==> src/design/asbd_pkg.sv <==
// ----------------------------------------------------------------------------
// asbd_pkg
// Shared constants, command codes and types for the audio stream buffer.
// ----------------------------------------------------------------------------
package asbd_pkg;

    localparam int BUF_BYTES   = 65536;
    localparam int BUF_AW      = $clog2(BUF_BYTES);
    localparam int FILL_W      = BUF_AW + 1;
    localparam int MAX_PULL    = 64;
    localparam int LEN_W       = 7;
    localparam int IDX_W       = 6;
    localparam int QUEUE_DEPTH = 2;
    localparam int QUEUE_AW    = $clog2(QUEUE_DEPTH);

    // Register byte offsets.
    localparam logic [15:0] OFS_RATE     = 16'd0;
    localparam logic [15:0] OFS_CHANNELS = 16'd4;
    localparam logic [15:0] OFS_SAMPLES  = 16'd8;
    localparam logic [15:0] OFS_SIZE     = 16'd12;
    localparam logic [15:0] OFS_INIT     = 16'd16;
    localparam logic [15:0] OFS_COUNT    = 16'd20;

    // Access kinds on the input channel.
    localparam logic [1:0] FUNC_REG_WR = 2'd0;
    localparam logic [1:0] FUNC_REG_RD = 2'd1;
    localparam logic [1:0] FUNC_BUF_WR = 2'd2;
    localparam logic [1:0] FUNC_PULL   = 2'd3;

    // Result status codes.
    localparam logic [1:0] STAT_OK       = 2'd0;
    localparam logic [1:0] STAT_OVERFLOW = 2'd1;
    localparam logic [1:0] STAT_BAD_INIT = 2'd2;

    typedef enum logic [3:0] {
        OP_ACK,
        OP_WR_RATE,
        OP_WR_CHAN,
        OP_WR_SAMP,
        OP_WR_INIT,
        OP_WR_COUNT,
        OP_RD_RATE,
        OP_RD_CHAN,
        OP_RD_SAMP,
        OP_RD_SIZE,
        OP_RD_INIT,
        OP_RD_COUNT,
        OP_BUF_WR,
        OP_PULL
    } op_t;

    typedef struct packed {
        op_t               op;
        logic [BUF_AW-1:0] baddr;
        logic [31:0]       data;
        logic [LEN_W-1:0]  n;
    } cmd_t;

endpackage

==> src/design/asbd_queue.sv <==
// ----------------------------------------------------------------------------
// asbd_queue
// Short command FIFO that decouples the decoder from the execution unit.
// ----------------------------------------------------------------------------
module asbd_queue
    import asbd_pkg::*;
(
    input  logic clk,
    input  logic rst_n,
    input  logic push,
    input  cmd_t push_cmd,
    output logic full,
    input  logic pop,
    output logic cmd_valid,
    output cmd_t cmd
);

    cmd_t                entry_reg [QUEUE_DEPTH];
    logic [QUEUE_AW-1:0] wr_ptr_reg;
    logic [QUEUE_AW-1:0] rd_ptr_reg;
    logic [QUEUE_AW:0]   count_reg;
    logic [QUEUE_AW:0]   count_next;
    logic                do_pop;

    assign full      = (count_reg == (QUEUE_AW + 1)'(QUEUE_DEPTH));
    assign cmd_valid = (count_reg != '0);
    assign cmd       = entry_reg[rd_ptr_reg];
    assign do_pop    = pop && cmd_valid;

    always_comb
    begin
        count_next = count_reg;
        if (push && !do_pop)
        begin
            count_next = count_reg + 1'b1;
        end
        else if (do_pop && !push)
        begin
            count_next = count_reg - 1'b1;
        end
    end

    always_ff @(posedge clk or negedge rst_n)
    begin
        if (!rst_n)
        begin
            wr_ptr_reg <= '0;
            rd_ptr_reg <= '0;
            count_reg  <= '0;
        end
        else
        begin
            count_reg <= count_next;
            if (push)
            begin
                wr_ptr_reg <= QUEUE_AW'(wr_ptr_reg + 1'b1);
            end
            if (do_pop)
            begin
                rd_ptr_reg <= QUEUE_AW'(rd_ptr_reg + 1'b1);
            end
        end
    end

    always_ff @(posedge clk)
    begin
        if (push)
        begin
            entry_reg[wr_ptr_reg] <= push_cmd;
        end
    end

endmodule

==> config.mk <==
export PLATFORM = sky130hd
export DESIGN_NAME = asbd_queue
export DESIGN_NICKNAME = d
export VERILOG_FILES = /design/src/design/asbd_pkg.sv /design/src/design/asbd_queue.sv
export SDC_FILE = /design/constraint.sdc
export NUM_CORES = 1
export LEC_CHECK = 0
export BUFFER_PORTS_ARGS = -buffer_cell sky130_fd_sc_hd__buf_4
export CAP_MARGIN = 20
export CORE_ASPECT_RATIO = 0.8
export CORE_MARGIN = 2
export CORE_UTILIZATION = 51
export DETAILED_ROUTE_END_ITERATION = 7
export PLACE_DENSITY = 0.77
export RECOVER_POWER = 25
export SETUP_SLACK_MARGIN = 0.2
export SLEW_MARGIN = 20
export SYNTH_ARGS = -nofsm -noshare
export SYNTH_HDL_FRONTEND = slang
export SYNTH_SLANG_ARGS = --single-unit
==> constraint.sdc <==
create_clock -name clk -period 4.1 [get_ports clk]
set_input_delay 0 -clock clk [delete_from_list [all_inputs] [get_ports clk]]
set_output_delay 0 -clock clk [all_outputs]
set_load 0.005 [all_outputs]
==> qor.csv <==
metric;value;unit
start_util;52.6;%
worstPathMaxFanout;35;
ant_nets;0;
port_buffers;123;
fmax;0.504;GHz
worst_slew_pin_slew;0.868;ns
synth_cell_types;13;
setup_viol;0;
slowest_delay;0.75;ns
fillers;532;
post_cts.repair.setup_buffers;0;
via_per_inst;4.79;
netlist_instances;200;
nets;465;
critPathKind;reg -> reg;
ys_warn_count;0;
dp_hpwl;5060;um
p_per_area;664;nW/um^2
slowest_stage;and2_2;
htreeDepth;4;
drt-initial-drc-count;95;
grt_pass1_vias;2688;
drv_slew;0;
drtPass1Iterations;4;
dieWidth;112;um
cap_violations;0;
layout_common_cells;118 x edfxtp_1, 85 x buf_4, 63 x dlygate4sd3_1, 59 x mux2_4, 31 x clkbuf_4;
crit_family;simple AND/OR/NAND/NOR gates;
status;finished, final reports clean;
dieArea;10100;um^2
ctsHoldBuffers;63;
postSynthAreaPerCell;23.7;um^2
grt_pass1_wl;13400;um
leakagePower;2.80;nW
synth_seq_cells;122;
crit_required;4.16;ns
drive_gt1_share;50.0;%
clock_path_buffers;2;
io_pins;124;
rsz0062_at_grt;no;
cts_tree;built;
clk_pin_slew;0.05;ns
drcViolationCount;0;
gp_congestion;0.697;
via_count;2532;
period_share;48.3;%
antenna_found_initial;0;
synthesis.area;4750;um^2
wl_per_cell;16.4;um
cts_buffers;17;
core;9040;um^2
grt.total_usage;17.8;%
relSlewSlack;42.1;%
hold_viol;0;
tns;0;ns
finalCriticalPeriod;1.98;ns
synth-seq-area-share;76.7;%
rows;31;
path_buf_inv;1;
largest_register_ffs;118;
antenna_cells;0;
cts-root-buf;clkbuf_16;
worstSetupEndpointType;flip-flop;
cts_resized;0;
routed_wl;8660;um
fin_area;6920;um^2
syn_nets;264;
grt_max_degree;61;
crit_path_start_kind;flip-flop;
placedInstanceArea;5710;um^2
clkSinkCount;122;
finalClockSkew;0.00770;ns
layout_commonest_cell;edfxtp_1;
arrival;2.05;ns
gr-total-overflow;0;
clock_latency;0.40;ns
crit_chain;and2_2 -> buf_4;
ir_drop;0.434;mV
area_delta_synth_final;45.8;%
hp-class;in -> reg;
die_height;90.3;um
## final cells by class
| type | instances | area, um^2 | share of cell area (%) |
|---|---|---|---|
| tap | 115 | 144 | 2.08 |
| clock inverter | 13 | 153 | 2.20 |
| clock buffer | 19 | 433 | 6.25 |
| multi-input combinational | 71 | 983 | 14.2 |
| timing repair buffer | 189 | 1560 | 22.6 |
| sequential | 122 | 3650 | 52.7 |
## path summary, 6_finish.rpt
kind                            depth (start not counted)                      from  slack (ns)                         end
worst max-delay path                                    2    wr_ptr_reg$_DFFE_PN0P_        2.12  entry_reg[1][29]$_DFFE_PP_
min in group asynchronous                               3                     rst_n        0.49    count_reg[1]$_DFFE_PN0P_
worst min-delay path                                    2              push_cmd[50]        0.33  entry_reg[0][50]$_DFFE_PP_
worst min register to register                          1  count_reg[1]$_DFFE_PN0P_        0.50    count_reg[1]$_DFFE_PN0P_
max in group asynchronous                               3                     rst_n        3.42      rd_ptr_reg$_DFFE_PN0P_
worst max register to register                          2    wr_ptr_reg$_DFFE_PN0P_        2.12  entry_reg[1][29]$_DFFE_PP_
## synth_stat cells
cell	count	area share [%]
edfxtp_1	118	75
buf_6	1	0.24
nand2_1	1	0.079
nor2b_1	2	0.26
buf_12	6	2.5
xnor2_1	2	0.37
or2_1	1	0.13
dfrtp_1	4	2.1
xor2_1	3	0.55
mux2_4	59	19
nor2_1	1	0.079
and2_1	1	0.13
ha_1	1	0.26
## per-layer routing
layer  up-vias  track usage [%]  wire [um]
met5         -                0          0
met4         0             6.69        108
met3        12             7.45        727
met2        97             28.0       4170
met1      1228             22.3       3650
li1       1195                -          -
## power by group
group	switching [mW]	leakage [nW]	total, mW	internal (mW)
combinational	0.503	1.37	1.34	0.838
sequential	0.136	1.15	1.80	1.66
clock	0.507	0.278	1.45	0.948
total	1.15	2.80	4.60	3.45
## worst reg2reg max path, stage by stage, from the launching register on
cell and delay [ns]:
dfrtp_1 0.41, and2_2 0.75, buf_4 0.47
## stage by stage
| stage | instances | hold slack, ns | util, % | power [mW] | worst slack, ns |
|---|---|---|---|---|---|
| finish | 529 | 0.325 | 76.6 | 4.60 | 2.12 |
| CTS | 528 | 0.299 | 76.7 | 4.63 | 1.94 |
| detailed placement | 433 | -0.199 | 63.2 | 3.12 | 2.07 |
| global route | 529 | 0.328 | 76.6 | 4.80 | 1.97 |
| global placement | 433 | -0.202 | 63.2 | 3.09 | 2.12 |
| floorplan | 200 | -0.296 | - | 2.66 | 0.589 |
## cells by family after synthesis
kind of cell | count (synthesis) | synth area share [%]
xor gates and xnor gates | 5 | 0.922
adders and majority gates | 1 | 0.263
buffers and inverters | 7 | 2.77
DFF | 122 | 76.7
muxes | 59 | 18.7
and+or+nand+nor | 6 | 0.685
Note: power is estimated with default switching activity, not from simulation.
