## config.mk

```make
export PLATFORM = sky130hd
export DESIGN_NAME = asbd_front
export DESIGN_NICKNAME = d
export VERILOG_FILES = /design/src/design/asbd_pkg.sv /design/src/design/asbd_front.sv
export SDC_FILE = /design/constraint.sdc
export NUM_CORES = 1
export LEC_CHECK = 0
export ABC_AREA = 1
export BUFFER_PORTS_ARGS = -buffer_cell sky130_fd_sc_hd__buf_2
export CAP_MARGIN = 40
export CELL_PAD_IN_SITES_DETAIL_PLACEMENT = 1
export CELL_PAD_IN_SITES_GLOBAL_PLACEMENT = 2
export CORE_MARGIN = 1
export CORE_UTILIZATION = 10
export DETAILED_ROUTE_END_ITERATION = 12
export GPL_ROUTABILITY_DRIVEN = 0
export PLACE_DENSITY_LB_ADDON = 0.1
export SYNTH_ARGS = -nofsm -noshare
export SYNTH_HDL_FRONTEND = slang
export SYNTH_SLANG_ARGS = --single-unit
```

## constraint.sdc

```tcl
create_clock -name vclk -period 0.8
set_input_delay 0.04 -clock vclk [all_inputs]
set_output_delay 0.04 -clock vclk [all_outputs]
set_load 0.01 [all_outputs]
```

## src/design/asbd_pkg.sv

```systemverilog
// ----------------------------------------------------------------------------
// asbd_pkg
// Shared constants, command codes and types for the audio stream buffer.
// ----------------------------------------------------------------------------
package asbd_pkg;

    localparam int BUF_BYTES   = 65536;
    localparam int BUF_AW      = $clog2(BUF_BYTES);
    localparam int FILL_W      = BUF_AW + 1;
    localparam int MAX_PULL    = 64;
    localparam int LEN_W       = 7;
    localparam int IDX_W       = 6;
    localparam int QUEUE_DEPTH = 2;
    localparam int QUEUE_AW    = $clog2(QUEUE_DEPTH);

    // Register byte offsets.
    localparam logic [15:0] OFS_RATE     = 16'd0;
    localparam logic [15:0] OFS_CHANNELS = 16'd4;
    localparam logic [15:0] OFS_SAMPLES  = 16'd8;
    localparam logic [15:0] OFS_SIZE     = 16'd12;
    localparam logic [15:0] OFS_INIT     = 16'd16;
    localparam logic [15:0] OFS_COUNT    = 16'd20;

    // Access kinds on the input channel.
    localparam logic [1:0] FUNC_REG_WR = 2'd0;
    localparam logic [1:0] FUNC_REG_RD = 2'd1;
    localparam logic [1:0] FUNC_BUF_WR = 2'd2;
    localparam logic [1:0] FUNC_PULL   = 2'd3;

    // Result status codes.
    localparam logic [1:0] STAT_OK       = 2'd0;
    localparam logic [1:0] STAT_OVERFLOW = 2'd1;
    localparam logic [1:0] STAT_BAD_INIT = 2'd2;

    typedef enum logic [3:0] {
        OP_ACK,
        OP_WR_RATE,
        OP_WR_CHAN,
        OP_WR_SAMP,
        OP_WR_INIT,
        OP_WR_COUNT,
        OP_RD_RATE,
        OP_RD_CHAN,
        OP_RD_SAMP,
        OP_RD_SIZE,
        OP_RD_INIT,
        OP_RD_COUNT,
        OP_BUF_WR,
        OP_PULL
    } op_t;

    typedef struct packed {
        op_t               op;
        logic [BUF_AW-1:0] baddr;
        logic [31:0]       data;
        logic [LEN_W-1:0]  n;
    } cmd_t;

endpackage

```

## src/design/asbd_front.sv

```systemverilog
// ----------------------------------------------------------------------------
// asbd_front
// Accepts input words, decodes them into commands and pushes them to the queue.
// ----------------------------------------------------------------------------
module asbd_front
    import asbd_pkg::*;
(
    input  logic              in_valid,
    output logic              in_ready,
    input  logic [1:0]        func,
    input  logic [15:0]       addr,
    input  logic [31:0]       wdata,
    input  logic [LEN_W-1:0]  length,
    input  logic              q_full,
    output logic              push,
    output cmd_t              push_cmd
);

    logic full_word;

    assign in_ready  = !q_full;
    assign full_word = (length == LEN_W'(4));

    always_comb
    begin
        push_cmd.op    = OP_ACK;
        push_cmd.baddr = BUF_AW'(addr);
        push_cmd.data  = wdata;
        push_cmd.n     = (length > LEN_W'(MAX_PULL)) ? LEN_W'(MAX_PULL) : length;

        unique case (func)
            FUNC_REG_WR:
            begin
                // Anything but a full-word write leaves the registers alone.
                if (full_word)
                begin
                    unique case (addr)
                        OFS_RATE:     push_cmd.op = OP_WR_RATE;
                        OFS_CHANNELS: push_cmd.op = OP_WR_CHAN;
                        OFS_SAMPLES:  push_cmd.op = OP_WR_SAMP;
                        OFS_INIT:     push_cmd.op = OP_WR_INIT;
                        OFS_COUNT:    push_cmd.op = OP_WR_COUNT;
                        default:      push_cmd.op = OP_ACK;
                    endcase
                end
            end
            FUNC_REG_RD:
            begin
                unique case (addr)
                    OFS_RATE:     push_cmd.op = OP_RD_RATE;
                    OFS_CHANNELS: push_cmd.op = OP_RD_CHAN;
                    OFS_SAMPLES:  push_cmd.op = OP_RD_SAMP;
                    OFS_SIZE:     push_cmd.op = OP_RD_SIZE;
                    OFS_INIT:     push_cmd.op = OP_RD_INIT;
                    OFS_COUNT:    push_cmd.op = OP_RD_COUNT;
                    default:      push_cmd.op = OP_ACK;
                endcase
            end
            FUNC_BUF_WR: push_cmd.op = OP_BUF_WR;
            FUNC_PULL:   push_cmd.op = OP_PULL;
            default:     push_cmd.op = OP_ACK;
        endcase
    end

    // A pull of zero bytes yields no result and changes nothing, so it is dropped here.
    assign push = in_valid && !q_full && !(func == FUNC_PULL && length == '0);

endmodule

```

==> results.md <==
* WL final at 2.25 mm
* FILL cells at 878
* Placement Rows at 30
* Tightest Pin Transition at 242 ps
* Met1 Usage GRT at 6.12%
* Max_slew headroom at 83.8%
* GR Util All Layers at 5.47%
* Seq/Total Area, Yosys at 0%
* Initial Util at 10.4%
* Post-route cell area at 1050 um^2
* Area leader, netlist: buf_4
* Syn nets at 191
* VDD IR max at 0.000113 V
* Fmax achieved at 940 MHz
* Largest stage delay, worst path at 230 ps
* Port bufs at 56
* Drc violations at 0
* Num ports at 120
* YS warnings at 0
* Vias post-DR at 774
* Initial antenna violation count at 0
* Endpoint type of the worst setup path: output port
* First-pass DRT Iterations at 2
* Status: finished with violations
* Drt wl/cell at 9.22 um
* Hold Slack at 80.0 ps
* Synthesized area per cell at 5.39 um^2
* Violated checks: negative setup slack
* Cts hold-fix bufs at 0
* Worst endpoint required time at 760 ps
* Hpwl dp at 1.97 mm
* Inst Count DP at 241
* Syn-to-layout area delta at 47.6%
* Final min period at 1060 ps
* Most numerous cell in the Yosys netlist: buf_4
* Top cell type's share of synthesized area at 50.6%
* Post-DRT Antenna Nets at 0
* Max-Cap Viols at 0
* Initial DRC count at 6
* Final setup margin at -264 ps
* Top post-synthesis cells by area: buf_4 (51%), nor2_1 (15%), nand2_1 (13%)
* Met3 Use GR at 1.81%
* Die Wd at 86.4 um
* Core ar. at 6830 um^2
* PwrDens at 404 nW/um^2
* CP startpoint kind: input port
* Clkbuf count at 0
* NumNets Final at 209
* Synth unique cells at 11
* Number of global-route vias before repair at 760
* Pin count of the biggest net entering global routing at 7
* Critical path class: input port to output port
* Cells after Synth at 132
* Lkg Pwr at 0.574 nW
* Critical path cell sequence: buf_8 -> nor2_4 -> nand2_2 -> nor2_4 -> nand2_2 -> nand3_2 -> nor2_2 -> nor2_2 -> buf_6
* Worst path arrival time at 1020 ps
* First-pass GRT wire length at 3.47 mm
* Final cycle utilization of the critical path at 133%
* Reg area at 0 um^2
* DP Area at 793 um^2
* Ant. Diodes at 0
* Peak fanout along the critical path at 6
* FFs & Latches at 0
* Hold crit path type: input port to output port
* Gr busiest metal: met2
* Met2 Track Usage GR at 10.3%
* Max-slew violations at 0
* Cell area after synthesis at 712 um^2
* Remaining global-route overflow at 0
* Die area at 7460 um^2
* DIE HEIGHT at 86.4 um
* Post-route insts no fill at 244
* Crit-path slowest cell: nor2_4
* Setup violators final at 10
* Share of post-route cells with drive strength above 1 at 70.3%
* RSZ-0062 raised after global routing: true
* Via/cell ratio at 3.17
* Top post-synthesis cells by count: buf_4 (48), nor2_1 (28), nand2_1 (24), inv_1 (15), nand3_1 (8)
* Fin. Hold Viols at 0
## layout make-up
type	count	area (um^2)	share of cell area [%]
Tap cell	96	120	11.4
Inverter	15	58.8	5.60
Multi-Input combinational cell	68	428	40.7
Timing Repair Buffer	65	444	42.3
## path summary, 6_finish.rpt
path                 start            to  slack, ps  depth (start not counted)
setup / recovery  addr[12]  push_cmd[58]       -260                          9
hold / removal    wdata[8]  push_cmd[15]         80                          0
## critical path: cells and delay by family
kind          cells  cell delay, ps
simple gates      7             760
buf+inv           2             210
## metal layers
| metal | vias to the layer above | share of wire, % |
|---|---|---|
| met2 | 47 | 50 |
| met4 | 0 | 1.2 |
| met5 | - | 0 |
| met1 | 341 | 35 |
| met3 | 8 | 14 |
| li1 | 378 | - |
## per-stage QoR
stage | setup TNS, ps | setup WS, ps | util [%] | total power [mW]
after floorplan | 0 | 30.9 | - | 0.342
after global placement | -2690 | -325 | 11.6 | 0.321
after detailed placement | -2820 | -321 | 11.6 | 0.319
after CTS | -1680 | -272 | 13.6 | 0.387
after global routing | -2600 | -395 | 15.4 | 0.466
final | -1630 | -264 | 15.4 | 0.424
## timing repair
item | CTS | global route
endpoints found under the setup margin | 10 | 10
hold endpoints to repair | 0 | 0
pin swaps | 7 | 20
buffers inserted | 2 | 1
gates resized for setup | 30 | 33
## cells by family (layout without fill, tap and decap cells)
family | after synthesis | after routing | share of synthesized area, %
AO/OA/AOI/OAI | 2 | 2 | 1.41
buffers and inverters | 64 | 80 | 59.1
AND/OR/NAND/NOR | 66 | 66 | 39.5
## cells in the final DEF, fill, tap and decap left out, drive strengths merged
cell type	Yosys	layout
nor3	1	1
inv	15	15
buf	48	65
nand3	8	8
nor4	1	1
nand2	26	26
nor2	30	30
o21ai	2	2
## power breakdown
part           total, mW  switching [mW]  internal [mW]  leakage, nW
registers              0               0              0            0
logic              0.424           0.208          0.217        0.574
clock network          0               0              0            0
(Power assumes the default switching activity.)
